<file path="config.mk">
export PLATFORM = sky130hd
export DESIGN_NAME = pwm_timebase_duty_planner_top_flat
export DESIGN_NICKNAME = d
export VERILOG_FILES = /design/src/pwmtb_pkg.sv /design/src/pwmtb_req_if.sv /design/src/pwmtb_res_if.sv /design/src/pwmtb_div.sv /design/src/pwmtb_mul.sv /design/src/pwm_timebase_duty_planner_top.sv /design/src/flat_wrapper.sv
export VERILOG_INCLUDE_DIRS = /design/src /design/src/src
export SDC_FILE = /design/constraint.sdc
export NUM_CORES = 1
export LEC_CHECK = 0
export BUFFER_PORTS_ARGS = -buffer_cell sky130_fd_sc_hd__buf_2
export CELL_PAD_IN_SITES_DETAIL_PLACEMENT = 0
export CELL_PAD_IN_SITES_GLOBAL_PLACEMENT = 1
export CORE_ASPECT_RATIO = 1.4
export CORE_MARGIN = 8
export CORE_UTILIZATION = 48
export DETAILED_ROUTE_END_ITERATION = 10
export GPL_ROUTABILITY_DRIVEN = 0
export PLACE_DENSITY = 0.79
export SLEW_MARGIN = 20
export SYNTH_ARGS = -nofsm -noshare
export SYNTH_HDL_FRONTEND = slang
export SYNTH_HIERARCHICAL = 1
export SYNTH_SLANG_ARGS = --single-unit
export TNS_END_PERCENT = 30
</file>
<file path="constraint.sdc">
create_clock -name clk -period 7.86 [get_ports clk]
set_clock_uncertainty 0.1 [all_clocks]
set_input_delay 1.572 -clock clk [delete_from_list [all_inputs] [get_ports clk]]
set_output_delay 1.572 -clock clk [all_outputs]
set_load 0.02 [all_outputs]
</file>
<file path="src/assert_macros.svh">
// Concurrent assertion helpers, sampled on clk and idle during reset.
`ifndef ASSERT_MACROS_SVH
`define ASSERT_MACROS_SVH

// Same-cycle implication.
`define ASSERT_IMPLIES(label, ante, cons, msg) \
	label: assert property (@(posedge clk) disable iff (!arst_n) (ante) |-> (cons)) \
		else $error(msg);

// Next-cycle implication.
`define ASSERT_NEXT(label, ante, cons, msg) \
	label: assert property (@(posedge clk) disable iff (!arst_n) (ante) |=> (cons)) \
		else $error(msg);

`endif

</file>
<file path="src/pwmtb_pkg.sv">
package pwmtb_pkg;

	localparam int ENTRIES      = 4;
	localparam int ENT_W        = $clog2(ENTRIES);
	localparam int MAX_CHANNELS = 8;
	localparam int CH_W         = 3;
	localparam int COUNT_W      = 4;
	localparam int DIV_W        = 32;
	localparam int DUTY_W       = 17;
	localparam int VAL_W        = 16;
	localparam int FRAC_W       = 16;
	localparam int PROD_W       = 2 * DUTY_W;
	localparam int CFG_IDX_W    = 2;
	localparam int CFG_DATA_W   = 32;
	localparam logic [VAL_W-1:0] LIMIT16 = 16'hffff;

	localparam logic [DIV_W-1:0]        CLOCK_HZ_RST = 32'd40000000;
	localparam logic [COUNT_W-1:0]      CHAN_COUNT_RST = 4'd8;
	localparam logic [MAX_CHANNELS-1:0] WIRED_RST = 8'hff;

	typedef enum logic [CFG_IDX_W-1:0] {
		REG_CLOCK_HZ      = 2'd0,
		REG_CHANNEL_COUNT = 2'd1,
		REG_WIRED_MASK    = 2'd2
	} reg_idx_t;

	typedef enum logic [1:0] {
		KIND_ERROR    = 2'd0,
		KIND_TIMEBASE = 2'd1,
		KIND_CHANNEL  = 2'd2,
		KIND_STOPPED  = 2'd3
	} kind_t;

	typedef enum logic [1:0] {
		TB_UNCHANGED = 2'd0,
		TB_INIT      = 2'd1,
		TB_HOT       = 2'd2
	} tb_action_t;

	typedef enum logic [3:0] {
		S_IDLE,
		S_DIV1,
		S_PSC,
		S_DIV2,
		S_TB,
		S_SCAN,
		S_MUL,
		S_CH,
		S_STOP,
		S_ERR
	} state_t;

	typedef struct packed {
		kind_t                   kind;
		tb_action_t              tb_action;
		logic [VAL_W-1:0]        prescale;
		logic [VAL_W-1:0]        reload;
		logic [CH_W-1:0]         hw_channel;
		logic [VAL_W-1:0]        compare;
		logic                    newly_enabled;
		logic                    timer_enable;
		logic [MAX_CHANNELS-1:0] disable_mask;
		logic                    last;
	} res_t;

	typedef struct packed {
		logic start;
	} unit_ctl_t;

	typedef struct packed {
		logic busy;
		logic done;
	} unit_stat_t;

	function automatic logic [COUNT_W-1:0] eff_count(logic [COUNT_W-1:0] count);
		return (count > COUNT_W'(MAX_CHANNELS)) ? COUNT_W'(MAX_CHANNELS) : count;
	endfunction

	function automatic logic [MAX_CHANNELS-1:0] count_mask(logic [COUNT_W-1:0] count);
		logic [MAX_CHANNELS-1:0] m;
		for (int i = 0; i < MAX_CHANNELS; i++) begin
			m[i] = (COUNT_W'(i) < count);
		end
		return m;
	endfunction

	function automatic logic entry_usable(logic [7:0] chan, logic [COUNT_W-1:0] count,
			logic [MAX_CHANNELS-1:0] wired);
		logic [CH_W-1:0] hw;
		hw = chan[CH_W-1:0] - CH_W'(1);
		return !chan[7] && (chan != 8'd0) && (chan[6:0] <= 7'(count)) && wired[hw];
	endfunction

endpackage

</file>
<file path="src/pwmtb_req_if.sv">
interface pwmtb_req_if;
	logic        valid;
	logic        ready;
	logic        mode;
	logic [31:0] frequency;
	logic [7:0]  chan_a;
	logic [16:0] duty_a;
	logic [7:0]  chan_b;
	logic [16:0] duty_b;
	logic [7:0]  chan_c;
	logic [16:0] duty_c;
	logic [7:0]  chan_d;
	logic [16:0] duty_d;

	modport source (
		output valid, mode, frequency, chan_a, duty_a, chan_b, duty_b,
			chan_c, duty_c, chan_d, duty_d,
		input  ready
	);
	modport sink (
		input  valid, mode, frequency, chan_a, duty_a, chan_b, duty_b,
			chan_c, duty_c, chan_d, duty_d,
		output ready
	);
endinterface

</file>
<file path="src/pwmtb_res_if.sv">
interface pwmtb_res_if;
	logic        valid;
	logic        ready;
	logic [1:0]  kind;
	logic [1:0]  tb_action;
	logic [15:0] prescale;
	logic [15:0] reload;
	logic [2:0]  hw_channel;
	logic [15:0] compare;
	logic        newly_enabled;
	logic        timer_enable;
	logic [7:0]  disable_mask;
	logic        last;

	modport source (
		output valid, kind, tb_action, prescale, reload, hw_channel, compare,
			newly_enabled, timer_enable, disable_mask, last,
		input  ready
	);
	modport sink (
		input  valid, kind, tb_action, prescale, reload, hw_channel, compare,
			newly_enabled, timer_enable, disable_mask, last,
		output ready
	);
endinterface

</file>
<file path="src/pwmtb_div.sv">
module pwmtb_div (
	input  logic                            clk,
	input  logic                            arst_n,
	input  pwmtb_pkg::unit_ctl_t            ctl,
	input  logic [pwmtb_pkg::DIV_W-1:0]     dividend,
	input  logic [pwmtb_pkg::DIV_W-1:0]     divisor,
	output pwmtb_pkg::unit_stat_t           stat,
	output logic [pwmtb_pkg::DIV_W-1:0]     quotient
);

	localparam int W   = pwmtb_pkg::DIV_W;
	localparam int CNT_W = $clog2(W);

	logic             busy_q;
	logic             done_q;
	logic [CNT_W-1:0] cnt_q;
	logic [W-1:0]     rem_q;
	logic [W-1:0]     quo_q;
	logic [W-1:0]     dsr_q;

	logic [W:0]       shifted;
	logic [W+1:0]     diff;
	logic             ge;

	always_comb begin
		shifted = {rem_q, quo_q[W-1]};
		diff    = {1'b0, shifted} - {2'b00, dsr_q};
		ge      = !diff[W+1];
	end

	always_ff @(posedge clk or negedge arst_n) begin
		if (!arst_n) begin
			busy_q <= 1'b0;
			done_q <= 1'b0;
			cnt_q  <= '0;
		end else begin
			done_q <= 1'b0;
			if (ctl.start) begin
				busy_q <= 1'b1;
				cnt_q  <= '0;
			end else if (busy_q) begin
				cnt_q <= cnt_q + CNT_W'(1);
				if (cnt_q == CNT_W'(W - 1)) begin
					busy_q <= 1'b0;
					done_q <= 1'b1;
				end
			end
		end
	end

	always_ff @(posedge clk) begin
		if (ctl.start) begin
			rem_q <= '0;
			quo_q <= dividend;
			dsr_q <= divisor;
		end else if (busy_q) begin
			rem_q <= ge ? diff[W-1:0] : shifted[W-1:0];
			quo_q <= {quo_q[W-2:0], ge};
		end
	end

	assign stat.busy = busy_q;
	assign stat.done = done_q;
	assign quotient  = quo_q;

endmodule

</file>
<file path="src/pwmtb_mul.sv">
module pwmtb_mul (
	input  logic                            clk,
	input  logic                            arst_n,
	input  pwmtb_pkg::unit_ctl_t            ctl,
	input  logic [pwmtb_pkg::DUTY_W-1:0]    mcand,
	input  logic [pwmtb_pkg::DUTY_W-1:0]    mplier,
	output pwmtb_pkg::unit_stat_t           stat,
	output logic [pwmtb_pkg::PROD_W-1:0]    product
);

	localparam int W     = pwmtb_pkg::DUTY_W;
	localparam int CNT_W = $clog2(W);

	logic             busy_q;
	logic             done_q;
	logic [CNT_W-1:0] cnt_q;
	logic [W-1:0]     mcand_q;
	logic [W-1:0]     hi_q;
	logic [W-1:0]     lo_q;
	logic [W:0]       sum;

	assign sum = {1'b0, hi_q} + (lo_q[0] ? {1'b0, mcand_q} : '0);

	always_ff @(posedge clk or negedge arst_n) begin
		if (!arst_n) begin
			busy_q <= 1'b0;
			done_q <= 1'b0;
			cnt_q  <= '0;
		end else begin
			done_q <= 1'b0;
			if (ctl.start) begin
				busy_q <= 1'b1;
				cnt_q  <= '0;
			end else if (busy_q) begin
				cnt_q <= cnt_q + CNT_W'(1);
				if (cnt_q == CNT_W'(W - 1)) begin
					busy_q <= 1'b0;
					done_q <= 1'b1;
				end
			end
		end
	end

	always_ff @(posedge clk) begin
		if (ctl.start) begin
			mcand_q <= mcand;
			hi_q    <= '0;
			lo_q    <= mplier;
		end else if (busy_q) begin
			hi_q <= sum[W:1];
			lo_q <= {sum[0], lo_q[W-1:1]};
		end
	end

	assign stat.busy = busy_q;
	assign stat.done = done_q;
	assign product   = {hi_q, lo_q};

endmodule

</file>
<file path="src/pwm_timebase_duty_planner_top.sv">
// Channel  Role    Carries
// cfg      write   cfg_we, cfg_idx, cfg_wdata (clock_hz, channel_count, wired_mask)
// req      sink    mode, frequency, four channel/duty pairs
// res      source  kind, tb_action, prescale, reload, hw_channel, compare, flags, last
//
// A start transaction loads its timebase result after two bit-serial 32-bit divisions, a
// prescale step between them and an emit step. Each usable entry adds a serial multiply,
// a scan and an emit step; a skipped entry ahead of a usable one is stepped over in the
// scan state, trailing ones are never scanned. Stop and error transactions load their
// result from the stop or error state entered on accept. Reset restores the default
// configuration and idles the run state. A stalled result holds the planner in its emit
// state until the output register frees.
`include "assert_macros.svh"

module pwm_timebase_duty_planner_top (
	input  logic                                 clk,
	input  logic                                 arst_n,
	input  logic                                 cfg_we,
	input  logic [pwmtb_pkg::CFG_IDX_W-1:0]      cfg_idx,
	input  logic [pwmtb_pkg::CFG_DATA_W-1:0]     cfg_wdata,
	pwmtb_req_if.sink                            req,
	pwmtb_res_if.source                          res
);

	localparam int ENTRIES = pwmtb_pkg::ENTRIES;
	localparam int ENT_W   = pwmtb_pkg::ENT_W;
	localparam int NCH     = pwmtb_pkg::MAX_CHANNELS;
	localparam int CH_W    = pwmtb_pkg::CH_W;
	localparam int VAL_W   = pwmtb_pkg::VAL_W;
	localparam int DIV_W   = pwmtb_pkg::DIV_W;
	localparam int DUTY_W  = pwmtb_pkg::DUTY_W;
	localparam int PROD_W  = pwmtb_pkg::PROD_W;
	localparam int FRAC_W  = pwmtb_pkg::FRAC_W;
	localparam int COUNT_W = pwmtb_pkg::COUNT_W;

	logic [DIV_W-1:0]   clock_hz_q;
	logic [COUNT_W-1:0] chan_count_q;
	logic [NCH-1:0]     wired_q;

	pwmtb_pkg::state_t  state_q, state_d;
	logic               running_q;
	logic [DIV_W-1:0]   cur_freq_q;
	logic [NCH-1:0]     enabled_q;
	logic [VAL_W-1:0]   cur_prescale_q;
	logic [VAL_W-1:0]   cur_reload_q;

	logic [DIV_W-1:0]   freq_q;
	logic [7:0]         chan_q [ENTRIES];
	logic [DUTY_W-1:0]  duty_q [ENTRIES];
	logic [ENTRIES-1:0] usable_q;
	logic [ENT_W-1:0]   idx_q;

	pwmtb_pkg::res_t    res_q, res_d;
	logic               res_valid_q;
	logic               res_load;
	logic               slot_free;
	logic               accept;

	logic [7:0]         chan_in [ENTRIES];
	logic [DUTY_W-1:0]  duty_in [ENTRIES];
	logic [COUNT_W-1:0] count_eff;

	pwmtb_pkg::unit_ctl_t  div_ctl, mul_ctl;
	pwmtb_pkg::unit_stat_t div_stat, mul_stat;
	logic [DIV_W-1:0]   div_dividend, div_divisor, div_quo;
	logic [PROD_W-1:0]  mul_prod;
	logic [DUTY_W-1:0]  mul_mplier;

	logic [VAL_W-1:0]   psc_new;
	logic [DIV_W-1:0]   ticks_m1;
	logic [DIV_W-1:0]   a_adj, a_m1;
	logic [VAL_W-1:0]   reload_new;
	logic [PROD_W-FRAC_W-1:0] prod_hi;
	logic [VAL_W-1:0]   cmp_val;
	logic [CH_W-1:0]    hw_cur;
	logic [ENTRIES-1:0] rest;

	logic               div_wait;
	logic               ch_load;
	logic               stop_load;
	logic               res_is_ch;
	logic               run_clear;

	assign chan_in[0] = req.chan_a;
	assign chan_in[1] = req.chan_b;
	assign chan_in[2] = req.chan_c;
	assign chan_in[3] = req.chan_d;
	assign duty_in[0] = req.duty_a;
	assign duty_in[1] = req.duty_b;
	assign duty_in[2] = req.duty_c;
	assign duty_in[3] = req.duty_d;

	assign count_eff = pwmtb_pkg::eff_count(chan_count_q);
	assign req.ready = (state_q == pwmtb_pkg::S_IDLE);
	assign accept    = req.valid && req.ready;
	assign slot_free = !res_valid_q || res.ready;

	assign ticks_m1   = div_quo - DIV_W'(1);
	assign psc_new    = ticks_m1[DIV_W-1:FRAC_W];
	assign a_adj      = (div_quo == '0) ? DIV_W'(1) : div_quo;
	assign a_m1       = a_adj - DIV_W'(1);
	assign reload_new = (a_m1[DIV_W-1:VAL_W] != '0) ? pwmtb_pkg::LIMIT16 : a_m1[VAL_W-1:0];

	assign mul_mplier = {1'b0, cur_reload_q} + DUTY_W'(1);
	assign prod_hi    = mul_prod[PROD_W-1:FRAC_W];
	assign cmp_val    = (prod_hi > (PROD_W-FRAC_W)'(cur_reload_q)) ? cur_reload_q
		: prod_hi[VAL_W-1:0];
	assign hw_cur     = chan_q[idx_q][CH_W-1:0] - CH_W'(1);
	assign rest       = usable_q >> idx_q;

	pwmtb_div u_div (
		.clk      (clk),
		.arst_n   (arst_n),
		.ctl      (div_ctl),
		.dividend (div_dividend),
		.divisor  (div_divisor),
		.stat     (div_stat),
		.quotient (div_quo)
	);

	pwmtb_mul u_mul (
		.clk     (clk),
		.arst_n  (arst_n),
		.ctl     (mul_ctl),
		.mcand   (duty_q[idx_q]),
		.mplier  (mul_mplier),
		.stat    (mul_stat),
		.product (mul_prod)
	);

	always_comb begin
		state_d       = state_q;
		div_ctl.start = 1'b0;
		mul_ctl.start = 1'b0;
		div_dividend  = clock_hz_q;
		div_divisor   = req.frequency;
		res_load      = 1'b0;
		res_d         = '0;
		unique case (state_q)
			pwmtb_pkg::S_IDLE: begin
				if (accept) begin
					if (req.mode) begin
						state_d = pwmtb_pkg::S_STOP;
					end else if (req.frequency == '0 || req.frequency > clock_hz_q) begin
						state_d = pwmtb_pkg::S_ERR;
					end else begin
						div_ctl.start = 1'b1;
						state_d       = pwmtb_pkg::S_DIV1;
					end
				end
			end
			pwmtb_pkg::S_DIV1: begin
				if (div_stat.done) begin
					state_d = pwmtb_pkg::S_PSC;
				end
			end
			pwmtb_pkg::S_PSC: begin
				div_dividend  = div_quo;
				div_divisor   = DIV_W'(psc_new) + DIV_W'(1);
				div_ctl.start = 1'b1;
				state_d       = pwmtb_pkg::S_DIV2;
			end
			pwmtb_pkg::S_DIV2: begin
				if (div_stat.done) begin
					state_d = pwmtb_pkg::S_TB;
				end
			end
			pwmtb_pkg::S_TB: begin
				res_d.kind         = pwmtb_pkg::KIND_TIMEBASE;
				res_d.tb_action    = !running_q ? pwmtb_pkg::TB_INIT
					: (freq_q != cur_freq_q) ? pwmtb_pkg::TB_HOT : pwmtb_pkg::TB_UNCHANGED;
				res_d.prescale     = cur_prescale_q;
				res_d.reload       = cur_reload_q;
				res_d.timer_enable = !running_q;
				res_d.last         = (usable_q == '0);
				if (slot_free) begin
					res_load = 1'b1;
					state_d  = (usable_q == '0) ? pwmtb_pkg::S_IDLE : pwmtb_pkg::S_SCAN;
				end
			end
			pwmtb_pkg::S_SCAN: begin
				if (usable_q[idx_q]) begin
					mul_ctl.start = 1'b1;
					state_d       = pwmtb_pkg::S_MUL;
				end
			end
			pwmtb_pkg::S_MUL: begin
				if (mul_stat.done) begin
					state_d = pwmtb_pkg::S_CH;
				end
			end
			pwmtb_pkg::S_CH: begin
				res_d.kind          = pwmtb_pkg::KIND_CHANNEL;
				res_d.prescale      = cur_prescale_q;
				res_d.reload        = cur_reload_q;
				res_d.hw_channel    = hw_cur;
				res_d.compare       = cmp_val;
				res_d.newly_enabled = !enabled_q[hw_cur];
				res_d.last          = (rest[ENTRIES-1:1] == '0);
				if (slot_free) begin
					res_load = 1'b1;
					state_d  = (rest[ENTRIES-1:1] == '0) ? pwmtb_pkg::S_IDLE
						: pwmtb_pkg::S_SCAN;
				end
			end
			pwmtb_pkg::S_STOP: begin
				res_d.kind         = pwmtb_pkg::KIND_STOPPED;
				res_d.prescale     = cur_prescale_q;
				res_d.reload       = cur_reload_q;
				res_d.disable_mask = enabled_q & pwmtb_pkg::count_mask(count_eff);
				res_d.last         = 1'b1;
				if (slot_free) begin
					res_load = 1'b1;
					state_d  = pwmtb_pkg::S_IDLE;
				end
			end
			pwmtb_pkg::S_ERR: begin
				res_d.kind = pwmtb_pkg::KIND_ERROR;
				res_d.last = 1'b1;
				if (slot_free) begin
					res_load = 1'b1;
					state_d  = pwmtb_pkg::S_IDLE;
				end
			end
			default: begin
				state_d = pwmtb_pkg::S_IDLE;
			end
		endcase
	end

	always_ff @(posedge clk or negedge arst_n) begin
		if (!arst_n) begin
			state_q <= pwmtb_pkg::S_IDLE;
		end else begin
			state_q <= state_d;
		end
	end

	always_ff @(posedge clk or negedge arst_n) begin
		if (!arst_n) begin
			clock_hz_q   <= pwmtb_pkg::CLOCK_HZ_RST;
			chan_count_q <= pwmtb_pkg::CHAN_COUNT_RST;
			wired_q      <= pwmtb_pkg::WIRED_RST;
		end else if (cfg_we) begin
			unique case (cfg_idx)
				pwmtb_pkg::REG_CLOCK_HZ:      clock_hz_q   <= cfg_wdata[DIV_W-1:0];
				pwmtb_pkg::REG_CHANNEL_COUNT: chan_count_q <= cfg_wdata[COUNT_W-1:0];
				pwmtb_pkg::REG_WIRED_MASK:    wired_q      <= cfg_wdata[NCH-1:0];
				default: ;
			endcase
		end
	end

	always_ff @(posedge clk or negedge arst_n) begin
		if (!arst_n) begin
			running_q      <= 1'b0;
			cur_freq_q     <= '0;
			enabled_q      <= '0;
			cur_prescale_q <= '0;
			cur_reload_q   <= '0;
			usable_q       <= '0;
			idx_q          <= '0;
			res_valid_q    <= 1'b0;
		end else begin
			if (res_load) begin
				res_valid_q <= 1'b1;
			end else if (res.ready) begin
				res_valid_q <= 1'b0;
			end
			if (accept) begin
				for (int i = 0; i < ENTRIES; i++) begin
					usable_q[i] <= pwmtb_pkg::entry_usable(chan_in[i], count_eff, wired_q);
				end
			end
			if (state_q == pwmtb_pkg::S_PSC) begin
				cur_prescale_q <= psc_new;
			end
			if (state_q == pwmtb_pkg::S_DIV2 && div_stat.done) begin
				cur_reload_q <= reload_new;
			end
			if (state_q == pwmtb_pkg::S_SCAN && !usable_q[idx_q]) begin
				idx_q <= idx_q + ENT_W'(1);
			end
			if (res_load) begin
				unique case (state_q)
					pwmtb_pkg::S_TB: begin
						running_q  <= 1'b1;
						cur_freq_q <= freq_q;
						idx_q      <= '0;
					end
					pwmtb_pkg::S_CH: begin
						enabled_q[hw_cur] <= 1'b1;
						idx_q             <= idx_q + ENT_W'(1);
					end
					pwmtb_pkg::S_STOP: begin
						running_q  <= 1'b0;
						cur_freq_q <= '0;
						enabled_q  <= '0;
					end
					default: ;
				endcase
			end
		end
	end

	always_ff @(posedge clk) begin
		if (accept) begin
			freq_q <= req.frequency;
			for (int i = 0; i < ENTRIES; i++) begin
				chan_q[i] <= chan_in[i];
				duty_q[i] <= duty_in[i];
			end
		end
		if (res_load) begin
			res_q <= res_d;
		end
	end

	assign res.valid         = res_valid_q;
	assign res.kind          = res_q.kind;
	assign res.tb_action     = res_q.tb_action;
	assign res.prescale      = res_q.prescale;
	assign res.reload        = res_q.reload;
	assign res.hw_channel    = res_q.hw_channel;
	assign res.compare       = res_q.compare;
	assign res.newly_enabled = res_q.newly_enabled;
	assign res.timer_enable  = res_q.timer_enable;
	assign res.disable_mask  = res_q.disable_mask;
	assign res.last          = res_q.last;

	assign div_wait  = (state_q == pwmtb_pkg::S_DIV1) || (state_q == pwmtb_pkg::S_DIV2);
	assign ch_load   = res_load && (state_q == pwmtb_pkg::S_CH);
	assign stop_load = res_load && (state_q == pwmtb_pkg::S_STOP);
	assign res_is_ch = res_valid_q && (res_q.kind == pwmtb_pkg::KIND_CHANNEL);
	assign run_clear = !running_q && (enabled_q == '0) && (cur_freq_q == '0);

	`ASSERT_IMPLIES(a_div_done_owned, div_stat.done, div_wait, "divider done outside a divide")
	`ASSERT_NEXT(a_ch_enables, ch_load, enabled_q[res_q.hw_channel], "channel left disabled")
	`ASSERT_IMPLIES(a_cmp_clamped, res_is_ch, res_q.compare <= res_q.reload, "compare above reload")
	`ASSERT_NEXT(a_stop_clears, stop_load, run_clear, "stop left run state behind")

endmodule
</file>
<file path="src/flat_wrapper.sv">
// flat-port wrapper written by rule: the top's interface ports become plain ports
module pwm_timebase_duty_planner_top_flat 
  (clk, arst_n, cfg_we, cfg_idx, cfg_wdata, req_valid, req_mode, req_frequency, req_chan_a, req_duty_a, req_chan_b, req_duty_b, req_chan_c, req_duty_c, req_chan_d, req_duty_d, req_ready, res_valid, res_kind, res_tb_action, res_prescale, res_reload, res_hw_channel, res_compare, res_newly_enabled, res_timer_enable, res_disable_mask, res_last, res_ready);
  pwmtb_req_if req_i ();
  pwmtb_res_if res_i ();
  input  logic clk;
  input  logic arst_n;
  input  logic cfg_we;
  input  logic [pwmtb_pkg::CFG_IDX_W-1:0] cfg_idx;
  input  logic [pwmtb_pkg::CFG_DATA_W-1:0] cfg_wdata;
  input wire logic [$bits(req_i.valid)-1:0] req_valid;
  input wire logic [$bits(req_i.mode)-1:0] req_mode;
  input wire logic [$bits(req_i.frequency)-1:0] req_frequency;
  input wire logic [$bits(req_i.chan_a)-1:0] req_chan_a;
  input wire logic [$bits(req_i.duty_a)-1:0] req_duty_a;
  input wire logic [$bits(req_i.chan_b)-1:0] req_chan_b;
  input wire logic [$bits(req_i.duty_b)-1:0] req_duty_b;
  input wire logic [$bits(req_i.chan_c)-1:0] req_chan_c;
  input wire logic [$bits(req_i.duty_c)-1:0] req_duty_c;
  input wire logic [$bits(req_i.chan_d)-1:0] req_chan_d;
  input wire logic [$bits(req_i.duty_d)-1:0] req_duty_d;
  output wire logic [$bits(req_i.ready)-1:0] req_ready;
  output wire logic [$bits(res_i.valid)-1:0] res_valid;
  output wire logic [$bits(res_i.kind)-1:0] res_kind;
  output wire logic [$bits(res_i.tb_action)-1:0] res_tb_action;
  output wire logic [$bits(res_i.prescale)-1:0] res_prescale;
  output wire logic [$bits(res_i.reload)-1:0] res_reload;
  output wire logic [$bits(res_i.hw_channel)-1:0] res_hw_channel;
  output wire logic [$bits(res_i.compare)-1:0] res_compare;
  output wire logic [$bits(res_i.newly_enabled)-1:0] res_newly_enabled;
  output wire logic [$bits(res_i.timer_enable)-1:0] res_timer_enable;
  output wire logic [$bits(res_i.disable_mask)-1:0] res_disable_mask;
  output wire logic [$bits(res_i.last)-1:0] res_last;
  input wire logic [$bits(res_i.ready)-1:0] res_ready;
  assign req_i.valid = req_valid;
  assign req_i.mode = req_mode;
  assign req_i.frequency = req_frequency;
  assign req_i.chan_a = req_chan_a;
  assign req_i.duty_a = req_duty_a;
  assign req_i.chan_b = req_chan_b;
  assign req_i.duty_b = req_duty_b;
  assign req_i.chan_c = req_chan_c;
  assign req_i.duty_c = req_duty_c;
  assign req_i.chan_d = req_chan_d;
  assign req_i.duty_d = req_duty_d;
  assign req_ready = req_i.ready;
  assign res_valid = res_i.valid;
  assign res_kind = res_i.kind;
  assign res_tb_action = res_i.tb_action;
  assign res_prescale = res_i.prescale;
  assign res_reload = res_i.reload;
  assign res_hw_channel = res_i.hw_channel;
  assign res_compare = res_i.compare;
  assign res_newly_enabled = res_i.newly_enabled;
  assign res_timer_enable = res_i.timer_enable;
  assign res_disable_mask = res_i.disable_mask;
  assign res_last = res_i.last;
  assign res_i.ready = res_ready;
  pwm_timebase_duty_planner_top u_core (.clk(clk), .arst_n(arst_n), .cfg_we(cfg_we), .cfg_idx(cfg_idx), .cfg_wdata(cfg_wdata), .req(req_i), .res(res_i));
endmodule
</file>
# Yosys cells after proc, flatten, opt, wreduce, memory -nomap -nowiden
# Memory sizes are Yosys's and may differ from the RTL's. A register that Yosys moved wholly into a read port is not among the register bits.
# Cells that the tools add are included.
# W data, S select, Z words.
# word_totals
register_bits	370
latch_bits	0
mem_bits_rw	100
rom_bits	0
in_bits	172
elab_cells	230
mem_count	2
# memory_table
memory	depth	width	rd	rd_clocked_by_memory_dff	wr	line_no	source
u_core.duty_q	4	17	1	1	4	pwm_timebase_duty_planner_top.sv:49	logic [DUTY_W-1:0] duty_q [ENTRIES];
u_core.chan_q	4	8	1	0	4	pwm_timebase_duty_planner_top.sv:48	logic [7:0] chan_q [ENTRIES];
# op_classes
n_addsub	14
mul	0
div	0
n_lt_le_gt_ge	22
eq_ne	23
n_shift	1
muxes	77
bitwise_logic	2
reduce_logical	54
# ops
op	count
$mux W32	6
$logic_not A32 Y1	2
$pmux W32 S2	1
$sub A32 B1 Y32 const B	2
$mux W17	3
$mux W4	11
$pmux W4 S9	1
$add A16 B1 Y17 const B	2
$sub A33 B32 Y34	1
$gt A32 B32 Y1	1
$mux W16	2
$ne A32 B32 Y1	1
$reduce_bool A8 Y1	4
$mux W1	31
$le A7 B4 Y1	4
$lt A3 B4 Y1 const B	5
$mux W5	4
$add A17 B18 Y18	1
$gt A18 B16 Y1	1
$eq A4 B3 Y1 const B	4
$logic_and A1 B1 Y1	16
$lt A3 B4 Y1 const A	4
$pmux W8 S2	1
$reduce_bool A16 Y1	1
other kinds (39)	84

# Longest topological paths before layout
# Gate-level depths: netlist of run 1.
# logic_depth
depth_word	8
ltp_mapped	15
ltp_nobuf	13

# Hierarchy
# Netlist of run 1, hierarchy kept.
# by_module_without_submodules
module	n_inst	cells_each	area_each_um2	seq_area_each_um2
pwm_timebase_duty_planner_top	1	1483	16054.1	8539.4
pwmtb_div	1	605	6090.8	2737.6
pwmtb_mul	1	289	3174.3	1536.5

# Worst setup path after synthesis of run 1
# Ideal clock, no wire load.
# synth_timing
path_type	input -> register
startpoint	in req_frequency[1]
endpoint	reg u_core.u_div.quo_q[0] (netlist: u_core/u_div/quotient[0]), enable pin
arrival_time_ns	6.508
required_time_ns	7.373
path_slack_ns	0.865
cell_stages	12
n_path_buf	2
path_cell_list	ha_1 > nor2b_1 > o21a_1 > o21ai_0 > a221oi_1 > o311ai_0 > a31oi_1 > o21ai_0 > clkbuf_1 > nor2_1 > clkbuf_1 > inv_1
# synth_between
elab_chain_len	8
# synth_lines
element	line_no	source
from (decl)	flat_wrapper.sv:13	input wire logic [$bits(req_i.frequency)-1:0] req_frequency;
$gt A32 B32 Y1 or $logic_not A32 Y1 (tied branches)	pwm_timebase_duty_planner_top.sv:144	end else if (req.frequency == '0 || req.frequency > clock_hz_q) begin
$logic_or A1 B1 Y1 *	pwm_timebase_duty_planner_top.sv:144	
$mux W1 *	pwm_timebase_duty_planner_top.sv:144	
$mux W1 *	pwm_timebase_duty_planner_top.sv:142	if (req.mode) begin
$mux W1 *	pwm_timebase_duty_planner_top.sv:141	if (accept) begin
$pmux W1 S2 *	pwm_timebase_duty_planner_top.sv:139	unique case (state_q)
via u_core.div_ctl	pwm_timebase_duty_planner_top.sv:63	pwmtb_pkg::unit_ctl_t div_ctl, mul_ctl;
$ne A2 B2 Y1 (no line) or $reduce_bool A2 Y1 (tied branches)	n/a	
$reduce_and A2 Y1 (no line) *	n/a	
to (signal assigned)	pwmtb_div.sv:54	quo_q <= dividend;
to (signal assigned)	pwmtb_div.sv:58	quo_q <= {quo_q[W-2:0], ge};
to (decl)	pwmtb_div.sv:18	logic [W-1:0] quo_q;
# Mark *: on every way through the listed nets, which the timed path passes. The rest lies on a longest branch.
# A chain may end at the register's enable or synchronous reset.

# Final worst setup path of run 1
# layout_timing
startpoint	in req_frequency[9]
endpoint	reg u_core.u_div.quo_q[7] (netlist: u_core/u_div/quotient[7]), enable pin
# The elaborated chain is that of the path after synthesis.

==> impl_metrics.toml, run 1 <==
[timing]
setup_viol = 0
rsz0062_at_grt = "false"
tns_ps = 0
worst_hold_slack_ps = 361
finalMaxSlewViolations = 0
worstMarginPinSlew_ps = 1080
fmax_mhz = 199
hold_violations = 0
finalWorstSetupSlack_ps = 2850
period_share_pct = 63.8
min_period_ps = 5010
slew_headroom_pct = 27.5

[place]
pre_cts_slack_ps = 2280
io_buffer_count = 239
placed_cell_area_um2 = 27100
post-dp-hpwl_mm = 53.1

[setup_path]
critPathMaxFanout = 32
crit_type = "input port to flip-flop"
path_depth = 12
r2r-end = "u_core/cur_reload_q[6]"
crit_slowest_cell = "nor2_1"
r2r_cells = 14
critPathMaxStageDelay_ps = 870
crit_path_end_kind = "flip-flop"
arrival_ps = 5090
rr_startpoint = "u_core/u_div/quotient[26]"
cp-start-kind = "input port"
r2r_slack_ps = 3060
timing.critical_path.buf_inv = 3
crit_chain = "buf_2 -> ha_1 -> nand2_1 -> nor3_1 -> nand3_1 -> a221oi_1 -> o311ai_0 -> a31oi_1 -> o21ai_4 -> buf_4 -> nor2_1 -> inv_2"
cp.required_ps = 7930
crit_family = "simple AND/OR/NAND/NOR gates"

[die]
die_w_um = 210
boundaryPins = 240
die_y_um = 288
rows = 99
dieArea_um2 = 60400
core_region_area_um2 = 52100
start_util_pct = 48.5

[clock_network]
cts_root_buf = "clkbuf_16"
clk_pin_slew_ps = 60
cts_tree = "done"
cts.path.max_buffers = 3
clock_latency_ps = 600
cts_buffers = 48
cts_setup_buffers = 0
h-tree-depth = 2
cts.sinks = 466
cts_resized = 0
cts_hold_buffers = 0

[power_and_ir_drop]
irDropWorstVdd_uv = 220
power.density_nw_per_um2 = 385
p_leak_nw = 11.6

[min_path]
whs_path_depth = 2
hold_start = "u_core/cur_prescale_q[8]"
min_path_type = "flip-flop to flip-flop"
min_to = "u_core/cur_prescale_q[8]"

[drt]
first_pass_iters = 5
wire_per_inst_um = 21.1
vias = 18929
postRouteAntennaNets = 0
drt_wl_total_mm = 70.0
via_per_inst = 5.70
drt_drc_violations_left = 0
drtIter0Drc = 1206

[grt]
grt_overflow_total = 0
grt_pass1_wl_mm = 110
antenna_found_initial = 7
grt_start_max_net_pins = 81
first_global_vias = 19246
grt_use_total_pct = 22.9

[synth]
netlist_area_um2 = 25300
syn_avg_cell_area_um2 = 10.7
synth_cells = 2375
ys_warn_count = 6
syn_nets = 2674

[finish]
drive_gt1_share_pct = 20.2
final_cell_area_um2 = 28800
nNetsFinal = 2872
seqCellArea_um2 = 12800
multi_input_area_um2 = 11600
nFillCells = 4587
fin_util_pct = 55.2
area_growth_pct = 13.7

[outcome]
outcome = "completed"

[run]
cap_violations = 0
-- power breakdown --
group / internal, W / switching, W / total [W]
sequential: 0.00349 / 0.000641 / 0.00413
combinational: 0.00184 / 0.00272 / 0.00455
clock: 0.00138 / 0.00100 / 0.00238
total: 0.00671 / 0.00436 / 0.0111
-- how the worst max path moves through the flow --
stage	startpoint	to	slack (ps)
finish	req_frequency[9]	u_core/u_div/quotient[7]	2850
global route	req_frequency[9]	u_core/u_div/quotient[7]	2580
CTS	u_core/u_div/quotient[26]	u_core/cur_reload_q[6]	2670
detailed placement	req_frequency[9]	u_core/u_div/quotient[9]	2280
global placement	req_frequency[9]	u_core/u_div/quotient[9]	2040
floorplan	req_frequency[1]	u_core/u_div/quotient[0]	870
-- metal layers --
metal  global-route usage, %  routed length (um)
met1                    27.5               28000
met2                    39.8               35000
met5                       0                  72
met4                    9.76                2850
met3                    4.51                4090
-- cells in the final DEF, fill, tap and decap left out, types with 10 or more instances in the layout --
cell         n
o31ai_1     11
mux4_2      31
and2_1      34
a31oi_1     16
mux2_2      62
nor4_1      32
a21o_1      30
buf_2      238
o21ai_0    174
a21oi_1     98
xor2_1      33
clkbuf_16   52
and3_1      10
nand2_1    321
nor2_1     152
nor3_1      28
a21oi_2     11
o21ai_1     10
mux2i_1     31
xnor2_1     87
dfrtp_1    124
nand2b_1    28
a311oi_1    10
dfstp_2     17
a211oi_1    10
edfxtp_1   275
o211ai_1    13
nand3_1     45
o21a_1      12
inv_1      120
buf_4       18
dfxtp_1     49
nand4_1     43
nand2_2     11
nor2b_1     41
or3_1       10
a311oi_2    10
ha_1       125
-- stage by stage --
stage	instances	power, W
finish	3322	0.0111
global route	3322	0.0118
CTS	3319	0.0111
detailed placement	3229	0.00871
global placement	3229	0.00859
floorplan	2375	0.00746
-- cell type report --
cell class,instances,share of cell area (%)
multi-input combinational,1677,40.3
sequential,466,44.5
timing repair buffer,258,4.69
tap,707,3.07
clock buffer,68,4.97
antenna,2,0.0174
clock inverter,22,0.805
inverter,122,1.60
-- worst min-delay path, delay by kind of cell (launching register included) --
family / cells / cell delay (ps)
DFF: 1 / 340
and+or+nand+nor: 2 / 100
-- sequential cells by signal, summed over array words and instances, names as in the netlist, 5 cells and up --
name	flops
u_core/chan_q	12
u_core/clock_hz_q	32
u_core/cur_freq_q	32
u_core/cur_prescale_q	16
u_core/cur_reload_q	16
u_core/duty_q	68
u_core/enabled_q	8
u_core/freq_q	32
u_core/res.compare	16
u_core/res.disable_mask	8
u_core/res.prescale	16
u_core/res.reload	16
u_core/u_div/cnt_q	5
u_core/u_div/dsr_q	32
u_core/u_div/quotient	32
u_core/u_div/rem_q	32
u_core/u_mul/cnt_q	5
u_core/u_mul/hi_q	17
u_core/u_mul/lo_q	17
u_core/u_mul/mcand_q	17
u_core/wired_q	8
Note: power is estimated with default switching activity, not from simulation.
==> run 2, diff against run 1 <==
clock period = 4.9 ns   (was 7.86 ns; I/O delays follow)
==> impl_metrics.toml, run 2 (synthesis results as in run 1) <==
[die]
core_region_area_um2 = 52100
die_y_um = 288
dieArea_um2 = 60400
die_w_um = 210
boundaryPins = 240
rows = 99
start_util_pct = 48.5

[clock_network]
clock_latency_ps = 590
cts.sinks = 466
h-tree-depth = 2
cts.path.max_buffers = 3
cts_root_buf = "clkbuf_16"
cts_buffers = 47
clk_pin_slew_ps = 60
cts_resized = 0
cts_setup_buffers = 0
cts_hold_buffers = 0
cts_tree = "done"

[outcome]
outcome = "completed"

[power_and_ir_drop]
switchingPower_w = 0.00691
sw_frac_of_total_pct = 39.6
p_int_w = 0.0106
power.density_nw_per_um2 = 608
comb_power_share_pct = 42.9
p_leak_nw = 11.5
clockPowerShare_pct = 20.0
irDropWorstVdd_uv = 408
seqPwrFrac_pct = 37.1

[setup_path]
crit_end = "u_core/cur_reload_q[14]"
crit_family = "simple AND/OR/NAND/NOR gates"
crit_chain = "or3_1 -> nor4_1 -> buf_4 -> and3_1 -> or2_2 -> inv_1 -> ha_1 -> or3b_2 -> nor3_1 -> nand4_1 -> xnor2_1 -> o2111ai_1 -> a2111oi_4 -> buf_4 -> a21oi_1"
crit_type = "flip-flop to flip-flop"
crit_path_end_kind = "flip-flop"
critPathMaxStageDelay_ps = 560
cp.required_ps = 5240
r2r_slack_ps = 450
crit_slowest_cell = "edfxtp_1"
path_common_cell = "buf_4"
arrival_ps = 4790
path_depth = 15
rr_startpoint = "u_core/u_div/quotient[22]"
r2r_cells = 15
cp-start-kind = "flip-flop"
cp-startpoint = "u_core/u_div/quotient[22]"
timing.critical_path.buf_inv = 3
critPathMaxFanout = 16
r2r-end = "u_core/cur_reload_q[14]"

[drt]
drtIter0Drc = 1239
wire_per_inst_um = 20.6
postRouteAntennaNets = 0
first_pass_iters = 5
vias = 18780
drt_wl_total_mm = 68.8
drt_drc_violations_left = 0
via_per_inst = 5.63

[finish]
largest_register_ffs = 68
area_growth_pct = 13.5
mostFrequentLayoutCell = "nand2_1"
fin_util_pct = 55.1
nNetsFinal = 2884
final_cell_mix = "nand2_1 (321), edfxtp_1 (275), buf_2 (238)"
drive_gt1_share_pct = 20.2
top_register = "u_core/duty_q"

[timing]
slew_headroom_pct = 38.2
setup_viol = 0
hold_violations = 0
finalMaxSlewViolations = 0
fmax_mhz = 225
worstMarginPinSlew_ps = 927
tns_ps = 0
period_share_pct = 90.9
rsz0062_at_grt = "false"
min_period_ps = 4450

[min_path]
min_path_type = "flip-flop to flip-flop"
whs_path_depth = 2

[grt]
antenna_found_initial = 5
first_global_vias = 19033
grt_use_total_pct = 22.4
grt_pass1_wl_mm = 107
grt_overflow_total = 0
grt_start_max_net_pins = 90

[place]
io_buffer_count = 239
post-dp-hpwl_mm = 52.2

[run]
cap_violations = 0
-- run 2: metal layers --
metal	routed length, um	track usage, %	vias up	part of all wire (%)
li1	-	-	9044	-
met1	28300	27.2	9037	41
met2	34400	39.5	559	50
met3	3590	3.82	136	5.2
met4	2440	8.30	4	3.5
met5	27	0	-	0.039
-- run 2: power by group through the flow --
stage               combinational [W]  clock, W  sequential [W]
floorplan                     0.00561         0         0.00635
global placement              0.00734         0         0.00648
detailed placement            0.00747         0         0.00653
CTS                           0.00750   0.00359         0.00646
global route                  0.00822   0.00372         0.00661
finish                        0.00750   0.00349         0.00647
-- run 2: worst min path at each step --
| stage | start | slack (ps) | to |
|---|---|---|---|
| 2_1_floorplan | u_core/cur_prescale_q[8] | 330 | u_core/cur_prescale_q[8] |
| 4_1_cts | u_core/cur_prescale_q[8] | 370 | u_core/cur_prescale_q[8] |
| 3_5_place_dp | u_core/cur_prescale_q[8] | 360 | u_core/cur_prescale_q[8] |
| 5_1_grt | u_core/cur_prescale_q[8] | 410 | u_core/cur_prescale_q[8] |
| 3_3_place_gp | u_core/cur_prescale_q[8] | 350 | u_core/cur_prescale_q[8] |
| 6_report | u_core/cur_prescale_q[8] | 360 | u_core/cur_prescale_q[8] |
-- run 2: worst min-delay path, stage by stage (launching register included) --
cell	delay [ps]
dfrtp_1	340
nand2_1	50
nand2_1	50
-- run 2: through the flow --
step	worst slack, ps	std cells	hold slack, ps	power (W)	instance area [um2]
global placement	633	3243	353	0.0138	27200
finish	446	3333	364	0.0175	28700
detailed placement	548	3243	357	0.0140	27200
CTS	520	3331	371	0.0176	28700
global route	183	3332	408	0.0186	28700
floorplan	42.4	2375	331	0.0120	25300
-- run 2: layout make-up --
| type | instances | area (um2) |
|---|---|---|
| Antenna cell | 2 | 5.00 |
| Clock buffer | 60 | 1270 |
| Clock inverter | 28 | 211 |
| Fill cell | 4596 | 23400 |
| Inverter | 122 | 460 |
| Multi-Input combinational cell | 1677 | 11600 |
| Sequential cell | 466 | 12800 |
| Tap cell | 707 | 885 |
| Timing Repair Buffer | 271 | 1470 |
